--- src/rtl/assert_macros.svh ---
// Assertion helper macros for the length-framed receive classifier.
// Included by RTL modules that carry concurrent checks; expects clk and rst_n in scope.
`ifndef ASSERT_MACROS_SVH
`define ASSERT_MACROS_SVH

// Same-cycle implication, disabled while reset is held
`define LFRC_CHECK(label, ante, cons, msg) \
  label: assert property (@(posedge clk) disable iff (!rst_n) (ante) |-> (cons)) \
    else $error(msg);

// Next-cycle implication, disabled while reset is held
`define LFRC_CHECK_NEXT(label, ante, cons, msg) \
  label: assert property (@(posedge clk) disable iff (!rst_n) (ante) |=> (cons)) \
    else $error(msg);

`endif

--- src/rtl/lfrc_pkg.sv ---
// Shared types, constants and the prefix table of the receive classifier.
// No dependencies; imported by lfrc_prefix_cmp and length_framed_rx_classifier_core.
package lfrc_pkg;

  localparam int FRAME_DEPTH_DEF = 64;
  localparam int MAX_OUT         = 64;
  localparam int N_TYPES         = 18;
  localparam int HEAD_BYTES      = 5;

  localparam logic [6:0] LIMIT_RESET = 7'd50;
  localparam logic [6:0] REPAIR_LEN  = 7'd7;

  localparam logic [7:0] SIG_B0 = 8'h07;
  localparam logic [7:0] SIG_B1 = 8'h20;
  localparam logic [7:0] SIG_B2 = 8'h90;
  localparam logic [7:0] SIG_B3 = 8'h00;
  localparam logic [4:0] LEN_HI_MASK = 5'h1F;

  localparam logic [4:0] TYPE_LAST = 5'(N_TYPES - 1);

  typedef logic [HEAD_BYTES-1:0][7:0] head_t;

  typedef struct packed {
    logic [HEAD_BYTES-1:0] mask;  // positions that take part in the compare
    head_t                 bytes; // expected byte at each position
  } prefix_t;

  typedef enum logic [2:0] {
    ST_HDR0,
    ST_HDR1,
    ST_BODY,
    ST_HUNT,
    ST_CLS,
    ST_RD,
    ST_SEND
  } state_t;

  function automatic prefix_t mk_prefix(input logic [HEAD_BYTES-1:0] mask,
                                        input logic [7:0] b0, input logic [7:0] b1,
                                        input logic [7:0] b2, input logic [7:0] b3,
                                        input logic [7:0] b4);
    prefix_t p;
    p.mask     = mask;
    p.bytes[0] = b0;
    p.bytes[1] = b1;
    p.bytes[2] = b2;
    p.bytes[3] = b3;
    p.bytes[4] = b4;
    return p;
  endfunction

  // Message prefixes in classification order
  function automatic prefix_t prefix_entry(input logic [4:0] t);
    prefix_t p;
    case (t)
      5'd0:    p = mk_prefix(5'b01111, 8'h07, 8'h20, 8'h90, 8'h00, 8'h00);
      5'd1:    p = mk_prefix(5'b00011, 8'h12, 8'hC0, 8'h00, 8'h00, 8'h00);
      5'd2:    p = mk_prefix(5'b00011, 8'h2F, 8'hA0, 8'h00, 8'h00, 8'h00);
      5'd3:    p = mk_prefix(5'b00011, 8'h2F, 8'h60, 8'h00, 8'h00, 8'h00);
      5'd4:    p = mk_prefix(5'b01111, 8'h05, 8'h20, 8'h18, 8'h01, 8'h00);
      5'd5:    p = mk_prefix(5'b00111, 8'h03, 8'h60, 8'h00, 8'h00, 8'h00);
      5'd6:    p = mk_prefix(5'b00011, 8'h42, 8'h81, 8'h00, 8'h00, 8'h00);
      5'd7:    p = mk_prefix(5'b11111, 8'h05, 8'h00, 8'h18, 8'h00, 8'h01);
      5'd8:    p = mk_prefix(5'b11111, 8'h05, 8'h00, 8'h18, 8'h00, 8'h00);
      5'd9:    p = mk_prefix(5'b01111, 8'h10, 8'h00, 8'h01, 8'h00, 8'h00);
      5'd10:   p = mk_prefix(5'b01110, 8'h00, 8'h00, 8'h02, 8'h00, 8'h00); // byte 0 free
      5'd11:   p = mk_prefix(5'b11111, 8'h07, 8'h00, 8'h04, 8'h00, 8'h01);
      5'd12:   p = mk_prefix(5'b01111, 8'h08, 8'h00, 8'h20, 8'h02, 8'h00);
      5'd13:   p = mk_prefix(5'b01111, 8'h0C, 8'h00, 8'h30, 8'h02, 8'h00);
      5'd14:   p = mk_prefix(5'b11111, 8'h05, 8'h00, 8'h28, 8'h00, 8'h01);
      5'd15:   p = mk_prefix(5'b11111, 8'h05, 8'h00, 8'h2A, 8'h00, 8'h00);
      5'd16:   p = mk_prefix(5'b01111, 8'h06, 8'h00, 8'h38, 8'h01, 8'h00);
      5'd17:   p = mk_prefix(5'b01111, 8'h05, 8'h00, 8'h80, 8'h00, 8'h00);
      default: p = mk_prefix(5'b00000, 8'h00, 8'h00, 8'h00, 8'h00, 8'h00);
    endcase
    return p;
  endfunction

endpackage

--- src/rtl/lfrc_prefix_cmp.sv ---
// Prefix compare unit: tests the frame head against one table entry per cycle.
// Depends on lfrc_pkg (prefix table, head_t).
module lfrc_prefix_cmp
  import lfrc_pkg::*;
(
  input  logic [4:0] type_idx,
  input  head_t      head,
  input  logic [6:0] frame_len,
  output logic       match
);

  prefix_t entry;
  logic [HEAD_BYTES-1:0] pos_ok;

  assign entry = prefix_entry(type_idx);

  // a masked position at or past the frame length never matches
  always_comb begin
    for (int p = 0; p < HEAD_BYTES; p++) begin
      pos_ok[p] = !entry.mask[p] ||
                  ((7'(p) < frame_len) && (head[p] == entry.bytes[p]));
    end
  end

  assign match = &pos_ok;

endmodule

--- src/rtl/length_framed_rx_classifier_core.sv ---
// Receive classifier: one byte transaction per cycle while receiving; after the last byte
// of a frame the prefix search walks the table (one table entry per cycle), then each
// replayed byte passes a store read, then the output register, when the sink is ready.
// Reset (rst_n, synchronous, active low) clears control, limit (50) and hunt window;
// the frame store is not cleared and needs no clearing pass.
module length_framed_rx_classifier_core
  import lfrc_pkg::*;
#(
  parameter int FRAME_DEPTH = FRAME_DEPTH_DEF
) (
  input  logic       clk,
  input  logic       rst_n,
  // configuration
  input  logic       cfg_we,
  input  logic [6:0] cfg_wdata,
  // received bytes
  input  logic       in_valid,
  output logic       in_ready,
  input  logic [7:0] in_rx_byte,
  // replayed frame bytes
  output logic       out_valid,
  input  logic       out_ready,
  output logic [4:0] out_frame_type,
  output logic [6:0] out_frame_length,
  output logic [5:0] out_byte_index,
  output logic [7:0] out_byte_value,
  output logic       out_last_byte
);

`include "assert_macros.svh"

  localparam int AW  = $clog2(FRAME_DEPTH);
  // largest length ever accepted: bounded by the store and by one replay
  localparam int CAP = (FRAME_DEPTH < MAX_OUT) ? FRAME_DEPTH : MAX_OUT;

  // ---------------------------------------------------------------------------
  // State
  // ---------------------------------------------------------------------------
  state_t     state_r, state_nxt;
  logic [6:0] limit_r;
  logic [6:0] byte_count_r, byte_count_nxt;
  logic [6:0] dl_r, dl_nxt;           // decoded length of the current frame
  logic [4:0] type_r, type_nxt;       // classifier sequencer / matched type
  logic [5:0] idx_r, idx_nxt;         // replay position
  head_t      head_r, head_nxt;       // first bytes, kept for the compare unit
  logic [7:0] hunt_w_r [7];
  logic [7:0] hunt_w_nxt [7];

  logic       out_valid_r, out_valid_nxt;
  logic [4:0] out_type_r;
  logic [6:0] out_len_r;
  logic [5:0] out_idx_r;
  logic [7:0] out_val_r;
  logic       out_last_r;

  // frame store, single write port, registered read
  logic [7:0]    mem [FRAME_DEPTH];
  logic [7:0]    mem_q_r;
  logic          mem_we;
  logic [AW-1:0] mem_waddr;
  logic [AW-1:0] mem_raddr;

  // ---------------------------------------------------------------------------
  // Shared decode
  // ---------------------------------------------------------------------------
  logic        in_fire;
  logic [6:0]  eff_lim;
  logic        repair;
  logic [12:0] hdr_len;
  logic [6:0]  hdr_cnt;
  logic        hdr_over;
  logic        hdr_done;
  logic [6:0]  cnt_inc;
  logic        body_done;
  logic        sig_hit;
  logic        cls_match;
  logic        out_load;
  logic        last_now;
  logic [7:0]  byte_sel;

  assign in_fire = in_valid && in_ready;
  assign eff_lim = (limit_r > 7'(CAP)) ? 7'(CAP) : limit_r;

  // a frame opening 20 90 lost its first byte: rebuild it as 07 20 90, length 7
  assign repair   = (head_r[0] == SIG_B1) && (in_rx_byte == SIG_B2);
  assign hdr_len  = repair ? 13'(REPAIR_LEN) : {in_rx_byte[4:0] & LEN_HI_MASK, head_r[0]};
  assign hdr_cnt  = repair ? 7'd3 : 7'd2;
  assign hdr_over = hdr_len > 13'(eff_lim);
  assign hdr_done = hdr_cnt >= hdr_len[6:0];

  assign cnt_inc   = byte_count_r + 7'd1;
  assign body_done = cnt_inc >= dl_r;

  // signature checked at the head of the window after this byte shifts in
  assign sig_hit = (hunt_w_r[1] == SIG_B0) && (hunt_w_r[2] == SIG_B1) &&
                   (hunt_w_r[3] == SIG_B2) && (hunt_w_r[4] == SIG_B3);

  assign out_load = (state_r == ST_SEND) && (!out_valid_r || out_ready);
  assign last_now = ({1'b0, idx_r} + 7'd1) == dl_r;

  lfrc_prefix_cmp u_cmp (
    .type_idx  (type_r),
    .head      (head_r),
    .frame_len (dl_r),
    .match     (cls_match)
  );

  // head bytes come from registers, the rest from the store
  always_comb begin
    case (idx_r)
      6'd0:    byte_sel = head_r[0];
      6'd1:    byte_sel = head_r[1];
      6'd2:    byte_sel = head_r[2];
      6'd3:    byte_sel = head_r[3];
      6'd4:    byte_sel = head_r[4];
      default: byte_sel = mem_q_r;
    endcase
  end

  // ---------------------------------------------------------------------------
  // Next state
  // ---------------------------------------------------------------------------
  always_comb begin
    state_nxt = state_r;
    case (state_r)
      ST_HDR0: begin
        if (in_fire) state_nxt = ST_HDR1;
      end
      ST_HDR1: begin
        if (in_fire) begin
          if (hdr_over)      state_nxt = ST_HUNT;
          else if (hdr_done) state_nxt = ST_CLS;
          else               state_nxt = ST_BODY;
        end
      end
      ST_BODY: begin
        if (in_fire && body_done) state_nxt = ST_CLS;
      end
      ST_HUNT: begin
        if (in_fire && sig_hit) state_nxt = ST_HDR0;
      end
      ST_CLS: begin
        if (cls_match)                state_nxt = ST_RD;
        else if (type_r == TYPE_LAST) state_nxt = ST_HUNT;
      end
      ST_RD: begin
        state_nxt = ST_SEND;
      end
      ST_SEND: begin
        if (out_load) state_nxt = last_now ? ST_HDR0 : ST_RD;
      end
      default: state_nxt = ST_HDR0;
    endcase
  end

  // ---------------------------------------------------------------------------
  // Datapath and handshake outputs
  // ---------------------------------------------------------------------------
  always_comb begin
    in_ready       = 1'b0;
    byte_count_nxt = byte_count_r;
    dl_nxt         = dl_r;
    type_nxt       = type_r;
    idx_nxt        = idx_r;
    head_nxt       = head_r;
    hunt_w_nxt     = hunt_w_r;
    mem_we         = 1'b0;
    out_valid_nxt  = out_valid_r && !out_ready;
    case (state_r)
      ST_HDR0: begin
        in_ready = 1'b1;
        if (in_fire) begin
          head_nxt[0]    = in_rx_byte;
          byte_count_nxt = 7'd1;
        end
      end
      ST_HDR1: begin
        in_ready = 1'b1;
        if (in_fire) begin
          if (repair) begin
            head_nxt[0] = SIG_B0;
            head_nxt[1] = SIG_B1;
            head_nxt[2] = SIG_B2;
          end else begin
            head_nxt[1] = in_rx_byte;
          end
          byte_count_nxt = hdr_cnt;
          type_nxt       = '0;
          if (hdr_over) begin
            byte_count_nxt = '0;
            for (int k = 0; k < 7; k++) hunt_w_nxt[k] = '0;
          end else begin
            dl_nxt = hdr_len[6:0];
          end
        end
      end
      ST_BODY: begin
        in_ready = 1'b1;
        if (in_fire) begin
          mem_we = 9'(byte_count_r) < 9'(FRAME_DEPTH);
          if (byte_count_r < 7'(HEAD_BYTES)) head_nxt[byte_count_r[2:0]] = in_rx_byte;
          byte_count_nxt = cnt_inc;
          type_nxt       = '0;
        end
      end
      ST_HUNT: begin
        in_ready = 1'b1;
        if (in_fire) begin
          for (int k = 0; k < 6; k++) hunt_w_nxt[k] = hunt_w_r[k+1];
          hunt_w_nxt[6] = in_rx_byte;
          if (sig_hit) byte_count_nxt = '0;
        end
      end
      ST_CLS: begin
        if (cls_match) begin
          idx_nxt = '0;
        end else if (type_r == TYPE_LAST) begin
          byte_count_nxt = '0;
          for (int k = 0; k < 7; k++) hunt_w_nxt[k] = '0;
        end else begin
          type_nxt = type_r + 5'd1;
        end
      end
      ST_RD: begin
        // store read of idx_r lands in mem_q_r
      end
      ST_SEND: begin
        if (out_load) begin
          out_valid_nxt = 1'b1;
          if (last_now) byte_count_nxt = '0;
          else          idx_nxt = idx_r + 6'd1;
        end
      end
      default: begin
      end
    endcase
  end

  assign mem_waddr = AW'(byte_count_r);
  assign mem_raddr = AW'(idx_r);

  // ---------------------------------------------------------------------------
  // Registers
  // ---------------------------------------------------------------------------
  always_ff @(posedge clk) begin
    if (!rst_n) begin
      state_r      <= ST_HDR0;
      limit_r      <= LIMIT_RESET;
      byte_count_r <= '0;
      dl_r         <= '0;
      type_r       <= '0;
      idx_r        <= '0;
      out_valid_r  <= 1'b0;
      for (int k = 0; k < 7; k++) hunt_w_r[k] <= '0;
    end else begin
      state_r      <= state_nxt;
      byte_count_r <= byte_count_nxt;
      dl_r         <= dl_nxt;
      type_r       <= type_nxt;
      idx_r        <= idx_nxt;
      out_valid_r  <= out_valid_nxt;
      hunt_w_r     <= hunt_w_nxt;
      if (cfg_we) limit_r <= cfg_wdata;
    end
  end

  // payload registers, no reset
  always_ff @(posedge clk) begin
    head_r <= head_nxt;
    if (out_load) begin
      out_type_r <= type_r;
      out_len_r  <= dl_r;
      out_idx_r  <= idx_r;
      out_val_r  <= byte_sel;
      out_last_r <= last_now;
    end
  end

  always_ff @(posedge clk) begin
    if (mem_we) mem[mem_waddr] <= in_rx_byte;
    mem_q_r <= mem[mem_raddr];
  end

  assign out_valid        = out_valid_r;
  assign out_frame_type   = out_type_r;
  assign out_frame_length = out_len_r;
  assign out_byte_index   = out_idx_r;
  assign out_byte_value   = out_val_r;
  assign out_last_byte    = out_last_r;

  // ---------------------------------------------------------------------------
  // Checks
  // ---------------------------------------------------------------------------
  `LFRC_CHECK_NEXT(a_result_only_in_replay, (state_r != ST_SEND) && !out_valid_r, !out_valid_r, "result transaction raised outside replay")
  `LFRC_CHECK(a_last_mark, out_valid_r, out_last_r == (({1'b0, out_idx_r} + 7'd1) == out_len_r), "last mark disagrees with index and length")
  `LFRC_CHECK(a_index_in_frame, out_valid_r, {1'b0, out_idx_r} < out_len_r, "replayed index beyond frame length")
  `LFRC_CHECK(a_len_capped, (state_r == ST_CLS) || (state_r == ST_RD) || (state_r == ST_SEND), dl_r <= 7'(CAP), "accepted length above store capacity")

endmodule

--- config.mk ---
export PLATFORM = sky130hd
export DESIGN_NAME = length_framed_rx_classifier_core
export DESIGN_NICKNAME = d
export VERILOG_FILES = /design/src/rtl/lfrc_pkg.sv /design/src/rtl/lfrc_prefix_cmp.sv /design/src/rtl/length_framed_rx_classifier_core.sv
export VERILOG_INCLUDE_DIRS = /design/src /design/src/rtl
export SDC_FILE = /design/constraint.sdc
export NUM_CORES = 1
export LEC_CHECK = 0
export BUFFER_PORTS_ARGS = -buffer_cell sky130_fd_sc_hd__buf_2
export CAP_MARGIN = 40
export CELL_PAD_IN_SITES_DETAIL_PLACEMENT = 1
export CELL_PAD_IN_SITES_GLOBAL_PLACEMENT = 1
export CORE_MARGIN = 8
export CORE_UTILIZATION = 25
export CTS_CLUSTER_SIZE = 40
export DETAILED_ROUTE_END_ITERATION = 7
export PLACE_DENSITY = 0.45
export SYNTH_ARGS = -nofsm -noshare
export SYNTH_HDL_FRONTEND = slang
export SYNTH_SLANG_ARGS = --single-unit
export TNS_END_PERCENT = 1
--- constraint.sdc ---
create_clock -name clk -period 6.3 [get_ports clk]
set_input_delay 1.26 -clock clk [delete_from_list [all_inputs] [get_ports clk]]
set_output_delay 1.26 -clock clk [all_outputs]
set_load 0.02 [all_outputs]
==> metrics.md, run 1 <==
| Metric | Value |
|---|---|
| Initial Util | 0.2511 |
| Post-DP HPWL | 54270 um |
| Die height | 354.2 um |
| Outcome | complete, no violations |
| Hold Crit Endpoint | hunt_w_r[10] |
| Least-Margin Pin Slew | 1042 ps |
| Total wire length | 83540 um |
| CTS sink cnt | 696 |
| Register area | 19740 um2 |
| Global route overflow | 0 |
| Area taken by multi-input logic gates | 8361 um2 |
| Relative slew slack | 0.3052 |
| Sw Share | 0.2205 |
| Number of buffers added on ports | 48 |
| Flop2flop setup slack | 2010 ps |
| Max Slew Vio Count | 0 |
| Postcts setup bufs | 0 |
| Area Growth Syn to Fin | 17.44% |
| Core Util, Final | 0.2949 |
| FF-to-FF End | dl_r[5] |
| Routed Antenna Nets | 0 |
| Gpl congestion | 0.7919 |
| IR drop worst, VDD | 0.1833 mV |
| Total negative slack | 0 ps |
| Period utilization | 0.6861 |
| Synthesized cell area | 28600 um2 |
| TritonCTS clock tree | done |
| MaxCap Viol Count | 0 |
| Syn_area_per_cell | 16.61 um2 |
| HP Start | hunt_w_r[10] |
| Non-Filler Instances | 3393 |
| Crit Reg-Reg Startpoint | head_r[7] |
| Top Ports | 49 |
| NetSw | 0.002241 W |
| Synthesized instance count | 1722 |
| Vias in the first global route | 16820 |
| Drt initial violations | 980 |
| Startpoint types | input port |
| Clock power share | 0.476 |
| Drt via density | 4.612 |
| Fin Hold WS | 471.2 ps |
| Flops & latches, synth | 696 |
| Comb power frac | 0.028 |
| Die Area | 125500 um2 |
| Post-CTS Resized | 0 |
| Placed cell areas | 30840 um2 |
| Ys async rst share | 0 |
| Share of cells above drive strength 1 | 0.2294 |
| Worst skew pair latency | 660 ps |
| Fillers | 11850 |
| DR pass1 iterations | 4 |
| WS Path Type | input port to flop |
| Hold buffers post-CTS | 0 |
| Reg power frac | 0.496 |
| Hold depth | 2 |
| Total number of vias | 15650 |
| Hold Path Class | flop to flop |
| Final hold violations | 0 |
| Die width | 354.2 um |
| # setup viols final | 0 |
| Fin crit period | 4322 ps |
| Placed cells | 3239 |
| Synth cell types | 86 |
| Clock slew at reported path FFs | 60 ps |
| Clock Tree Root | clkbuf_16 |
| Share of the synthesized area in the top cell type | 0.6080 |
| Initial antenna violation count | 8 |
| # DRC | 0 |
| Wirelength per Cell | 24.62 um |
| Worst EP arrival | 4810 ps |
| P_leak | 10.40 nW |
| Warnings from Yosys | 0 |
| Pint | 0.007924 W |
| Global Route Usage Sum | 0.1308 |
| H-Tree Depth | 3 |
| Total CTS buffers | 83 |
| Crit-path max FO | 10 |
| Final nets | 1860 |
| Floorplan row count | 124 |
| Finished Cell Area | 33590 um2 |
| Peak Freq | 231.4 MHz |
| Power Dens Cells | 302.7 nW/um2 |
| Post-synth top flop | edfxtp_1 |
| RSZ-0062 raised after global routing | false |
| Clk_skew | 23.64 ps |
| Pin count of the biggest net entering global routing | 97 |
| First-pass GRT wire length | 121400 um |
| Synth area leader | edfxtp_1 |
| Register area share after synthesis | 0.6899 |
| Worst reg2reg path depth | 15 |
| Synth top area cells | edfxtp_1 61%, mux4_2 13%, dfxtp_1 8.2% |
| CTS Buffer Depth | 3 |
| Core ar. | 113900 um2 |
| Nature of the critical path endpoint | flop |
| Worst Path Required | 6790 ps |
| Syn_nets | 1770 |
| Number of enable flip-flop cells after synthesis | 579 |
-- power by group through the flow --
stage               registers, W  clock network, W  logic (W)
floorplan                0.00511                 0   0.000144
global placement         0.00514                 0   0.000278
detailed placement       0.00513                 0   0.000293
CTS                      0.00504           0.00499   0.000293
global route             0.00504           0.00514   0.000314
finish                   0.00504           0.00484   0.000286
-- synth_stat cells (4+ instances only) --
cell type,number
nand3_1,59
xor2_1,14
a221oi_1,9
ha_1,28
dfxtp_1,117
o22ai_1,4
a21oi_1,81
nand2b_1,54
inv_1,24
buf_4,5
a22oi_1,4
buf_1,16
nand3b_1,4
o21a_1,5
nor3_1,15
mux4_2,168
edfxtp_1,579
o21ai_0,29
nand2_1,70
and3_1,7
nor2b_1,18
a211oi_1,10
clkbuf_1,64
nor2_1,143
nand4_1,8
a21o_1,4
o21ai_1,5
buf_2,9
nor4_1,9
mux2i_1,36
xnor2_1,23
or3_1,9
and2_1,13
-- flip-flops by register name, indices dropped and copies added, names as in the netlist, 7 cells and up --
name,cells
hunt_w_r,48
dl_r,7
byte_count_r,7
head_r,40
u_cmp.entry,25
out_frame_length,7
out_byte_value,8
mem_q_r,8
mem,512
limit_r,7
-- layer usage --
layer | vias to the layer above | track usage | routed length (um)
met5 | - | 0 | 0
met4 | 0 | 0.04449 | 2686
li1 | 6921 | - | -
met3 | 135 | 0.02529 | 3561
met2 | 325 | 0.2071 | 38290
met1 | 8269 | 0.1794 | 39000
-- cells in the final DEF, fill, tap and decap left out, types with 8 or more instances in the layout --
master       n
buf_4       42
nand2b_1    54
nand3_1     59
a221oi_1     9
xor2_1      14
xnor2_1     23
inv_1       23
nor2_1     143
a21oi_1     81
buf_2       49
a211oi_1    10
clkbuf_1    12
nand4_1      8
clkinv_1    21
nor3_1      15
nor2b_1     18
or3_1        9
and2_1      13
nor4_1       9
edfxtp_1   579
mux2i_1     36
nand2_1     70
clkinv_2    14
ha_1        28
dfxtp_1    113
mux4_2     168
clkbuf_16   85
o21ai_0     29
-- how the worst max path moves through the flow --
stage             startpoint      end  cells after the start
2_1_floorplan  in_rx_byte[0]  dl_r[6]                     17
3_3_place_gp   in_rx_byte[0]  dl_r[4]                     16
3_5_place_dp   in_rx_byte[0]  dl_r[5]                     16
4_1_cts            head_r[7]  dl_r[5]                     15
5_1_grt        in_rx_byte[0]  dl_r[0]                     16
6_report       in_rx_byte[0]  dl_r[5]                     16
-- cells by family after synthesis --
family | Yosys count | share of synthesized area
AND/OR/NAND/NOR | 448 | 0.08033
flip-flops | 696 | 0.6899
XOR/XNOR | 38 | 0.01190
buffers and inverters | 122 | 0.01785
adder cells (fa/ha/maj) | 28 | 0.01225
multiplexers | 206 | 0.1462
AO/OA/AOI/OAI | 184 | 0.04161
-- stage by stage --
stage / total power (W) / worst slack, ps
floorplan: 0.005255 / 2243
global placement: 0.005413 / 1376
detailed placement: 0.005428 / 1295
CTS: 0.01032 / 1988
global route: 0.01049 / 1503
finish: 0.01017 / 1978
-- critical path: stages --
cell and delay, ps:
buf_2 100, nor3_1 190, nand2_1 270, nor2_1 210
and4_1 430, or2_2 200, ha_1 240, nor2b_1 130
o21a_1 160, o21a_1 160, o21ai_0 180, a21oi_1 170
nor3_2 350, and2_1 440, mux2i_1 250, nor2_1 50
-- cell type report --
type | instances | area share
Antenna cell | 2 | 0.0001490
Clock inverter | 49 | 0.01442
Inverter | 25 | 0.002794
Sequential cell | 696 | 0.5878
Tap cell | 1512 | 0.05633
Timing Repair Buffer | 102 | 0.02246
Multi-Input combinational cell | 904 | 0.2489
Clock buffer | 103 | 0.06713
(Power assumes the default switching activity.)
==> inputs of run 2 (changes only) <==
--- a/config.mk
+++ b/config.mk
@@ -14,7 +14,7 @@
 export CORE_UTILIZATION = 25
 export CTS_CLUSTER_SIZE = 40
 export DETAILED_ROUTE_END_ITERATION = 7
-export PLACE_DENSITY = 0.45
+export PLACE_DENSITY = 0.46
 export SYNTH_ARGS = -nofsm -noshare
 export SYNTH_HDL_FRONTEND = slang
 export SYNTH_SLANG_ARGS = --single-unit
==> constraint.sdc (replaced) <==
create_clock -name clk -period 3.5 [get_ports clk]
set_input_delay 0.7 -clock clk [delete_from_list [all_inputs] [get_ports clk]]
set_output_delay 0.7 -clock clk [all_outputs]
set_load 0.02 [all_outputs]
==> run 2 against run 1 <==
  * Design area up 4.1%
  * Critical path type is now flop to flop
  * Register-to-register slack got worse by 2000 ps
  * Clock skew up 14 ps
  * Critical path depth rose by 1
  * Largest power group unchanged
  * Global-route usage about the same
  * Via count up 3.2%
==> metrics.md, run 2 (synthesis gave the netlist of run 1 again) <==
| Metric | Value |
|---|---|
| Pin count of the biggest net entering global routing | 91 (was 97) |
| Relative slew slack | 0.3577 (was 0.3052) |
| Worst reg2reg path depth | 17 (was 15) |
| Final nets | 2007 (was 1860) |
| Core ar. | 113900 um2 (unchanged) |
| Most common cell on crit path | o21a_1 |
| Wirelength per Cell | 23.66 um (was 24.62 um) |
| Initial antenna violation count | 4 (was 8) |
| Register area | 19740 um2 (unchanged) |
| Drt via density | 4.571 (was 4.612) |
| Max reg flops | 512 (unchanged) |
| Final hold violations | 0 (unchanged) |
| Least-Margin Pin Slew | 963.5 ps (was 1042 ps) |
| Period utilization | 0.9838 |
| FF-to-FF End | hunt_w_r[31] (was dl_r[5]) |
| Routed Antenna Nets | 0 (unchanged) |
| First-pass GRT wire length | 123500 um (was 121400 um) |
| Crit-path max FO | 25 (was 10) |
| Fin worst setup slack | 56.87 ps (was 1978 ps) |
| Flop2flop setup slack | 60 ps (was 2010 ps) |
| Max Slew Vio Count | 0 (unchanged) |
| Area taken by multi-input logic gates | 8702 um2 (was 8361 um2) |
| IR drop worst, VDD | 0.3452 mV (was 0.1833 mV) |
| P_leak | 11.19 nW (was 10.40 nW) |
| WS Path Type | flop to flop (was input port to flop) |
| Largest register by flop count | mem (unchanged) |
| Clock Tree Root | clkbuf_16 (unchanged) |
| TritonCTS clock tree | done (unchanged) |
| Share of cells above drive strength 1 | 0.3172 (was 0.2294) |
| Total CTS buffers | 79 (was 83) |
| Peak Freq | 290.4 MHz |
| Diodes inserted | 0 (was 2) |
| RSZ-0062 raised after global routing | true (was false) |
| Global Route Usage Sum | 0.1310 (was 0.1308) |
| Die height | 354.2 um (unchanged) |
| Initial Util | 0.2511 (unchanged) |
| CTS Buffer Depth | 3 (unchanged) |
| Worst EP arrival | 4000 ps (was 4810 ps) |
| Largest registers | mem (512), hunt_w_r (48), head_r (40) (unchanged) |
| Fin Hold WS | 295.1 ps (was 471.2 ps) |
| Drt initial violations | 1147 (was 980) |
| CTS sink cnt | 696 (unchanged) |
| Hold buffers post-CTS | 0 (unchanged) |
| Total wire length | 83600 um (was 83540 um) |
| Hold depth | 3 (was 2) |
| CP Launch Point | head_r[6] (was in_rx_byte[0]) |
| Die width | 354.2 um (unchanged) |
| Worst Path Required | 4050 ps (was 6790 ps) |
| Global route overflow | 0 (unchanged) |
| Outcome | complete, no violations (unchanged) |
| CP peak stage delay | 570 ps (was 440 ps) |
| Die Area | 125500 um2 (unchanged) |
| Top Ports | 49 (unchanged) |
| Hold Crit Endpoint | limit_r[1] (was hunt_w_r[10]) |
| Worst skew pair latency | 660 ps (about the same) |
| H-Tree Depth | 3 (unchanged) |
| Number of buffers added on ports | 48 (unchanged) |
| MaxCap Viol Count | 0 (unchanged) |
| Fin crit period | 3443 ps |
| Gpl congestion | 0.8002 (was 0.7919) |
| Most frequent cells in the layout | 579 x edfxtp_1, 187 x buf_4, 168 x mux4_2 (was 579 x edfxtp_1, 168 x mux4_2, 143 x nor2_1) |
| HP Start | cfg_wdata[1] (was hunt_w_r[10]) |
| Commonest non-fill, non-tap cell in the layout | edfxtp_1 (unchanged) |
| Clock slew at reported path FFs | 60 ps (about the same) |
| Fillers | 11840 (was 11850) |
| Nature of the critical path endpoint | flop (unchanged) |
| Area Growth Syn to Fin | 22.26% (was 17.44%) |
| Post-DP HPWL | 55360 um (was 54270 um) |
| Power Dens Cells | 508.7 nW/um2 (was 302.7 nW/um2) |
| Setup WS pre-CTS | -320.9 ps (was 1295 ps) |
| Floorplan row count | 124 (unchanged) |
| Crit Reg-Reg Startpoint | head_r[6] (was head_r[7]) |
| # setup viols final | 0 (unchanged) |
| Total number of vias | 16150 (was 15650) |
| Hold Path Class | input port to flop (was flop to flop) |
| # DRC | 0 (unchanged) |
| Vias in the first global route | 17420 (was 16820) |
| Startpoint types | flop (was input port) |
| DR pass1 iterations | 7 (was 4) |
| Crit-path slowest cell | or4_4 (was and2_1) |
| Clk_skew | 37.20 ps (was 23.64 ps) |
| Worst path cell trace | or4_4 -> nor2_4 -> and4_4 -> or2_4 -> ha_4 -> nor2b_1 -> o21a_1 -> o21a_1 -> o21ai_2 -> a21oi_2 -> nor3_2 -> buf_4 -> a211oi_4 -> buf_12 -> clkbuf_16 -> nand2b_1 -> a21oi_1 (was buf_2 -> nor3_1 -> nand2_1 -> nor2_1 -> and4_1 -> or2_2 -> ha_1 -> nor2b_1 -> o21a_1 -> o21a_1 -> o21ai_0 -> a21oi_1 -> nor3_2 -> and2_1 -> mux2i_1 -> nor2_1) |
-- run 2: cell type report --
class,count,area share
Clock buffer,97,0.06055
Clock inverter,46,0.01235
Inverter,25,0.002684
Multi-Input combinational cell,904,0.2489
Sequential cell,696,0.5646
Tap cell,1512,0.05411
Timing Repair Buffer,253,0.05683
-- run 2: per-layer routing --
metal  up-vias  wire [um]  global-route usage
li1       7216          -                   -
met1      8583      39810              0.1832
met2       248      39580              0.2139
met3       101       2687             0.02028
met4         0       1526             0.03092
met5         -          0                   0
-- run 2: how the worst max path moves through the flow --
stage                     end  slack, ps  cells after the start
2_1_floorplan         dl_r[6]         40                     16
3_3_place_gp          dl_r[5]       -330                     18
3_5_place_dp          dl_r[4]       -320                     18
4_1_cts               dl_r[4]        -20                     15
5_1_grt        u_cmp.entry[0]        -80                     12
6_report         hunt_w_r[31]         60                     17
-- run 2: where the power goes --
group	internal (W)	switching, W
Sequential	0.00900	0.0000344
Clock	0.00464	0.00347
Combinational	0.000228	0.000417
-- run 2: repair_timing --
item,CTS,global route
pin swaps,1,13
gates resized for setup,7,67
gates cloned,0,2
endpoints found under the hold margin,0,0
setup endpoints to repair,7,66
buffers inserted,1,5
-- run 2: worst max-delay path: cells and delay by family, from the launching register on --
kind                     cells  cell delay, ps
buffers and inverters        3             510
AO/OA/AOI/OAI                6             690
AND/OR/NAND/NOR              7            1560
adder cells (fa/ha/maj)      1             200
flip-flops                   1             380
-- run 2: through the flow --
stage	setup TNS, ps	cell area, um2	power, W	std cells	util
final	0	34960	0.01779	3533	0.3070
after floorplan	0	28600	0.009459	1722	-
after global placement	-14630	31840	0.009787	3377	0.2796
after global routing	-2257	34960	0.01840	3533	0.3070
after CTS	-39.05	34540	0.01804	3526	0.3033
after detailed placement	-13730	31940	0.009815	3382	0.2805
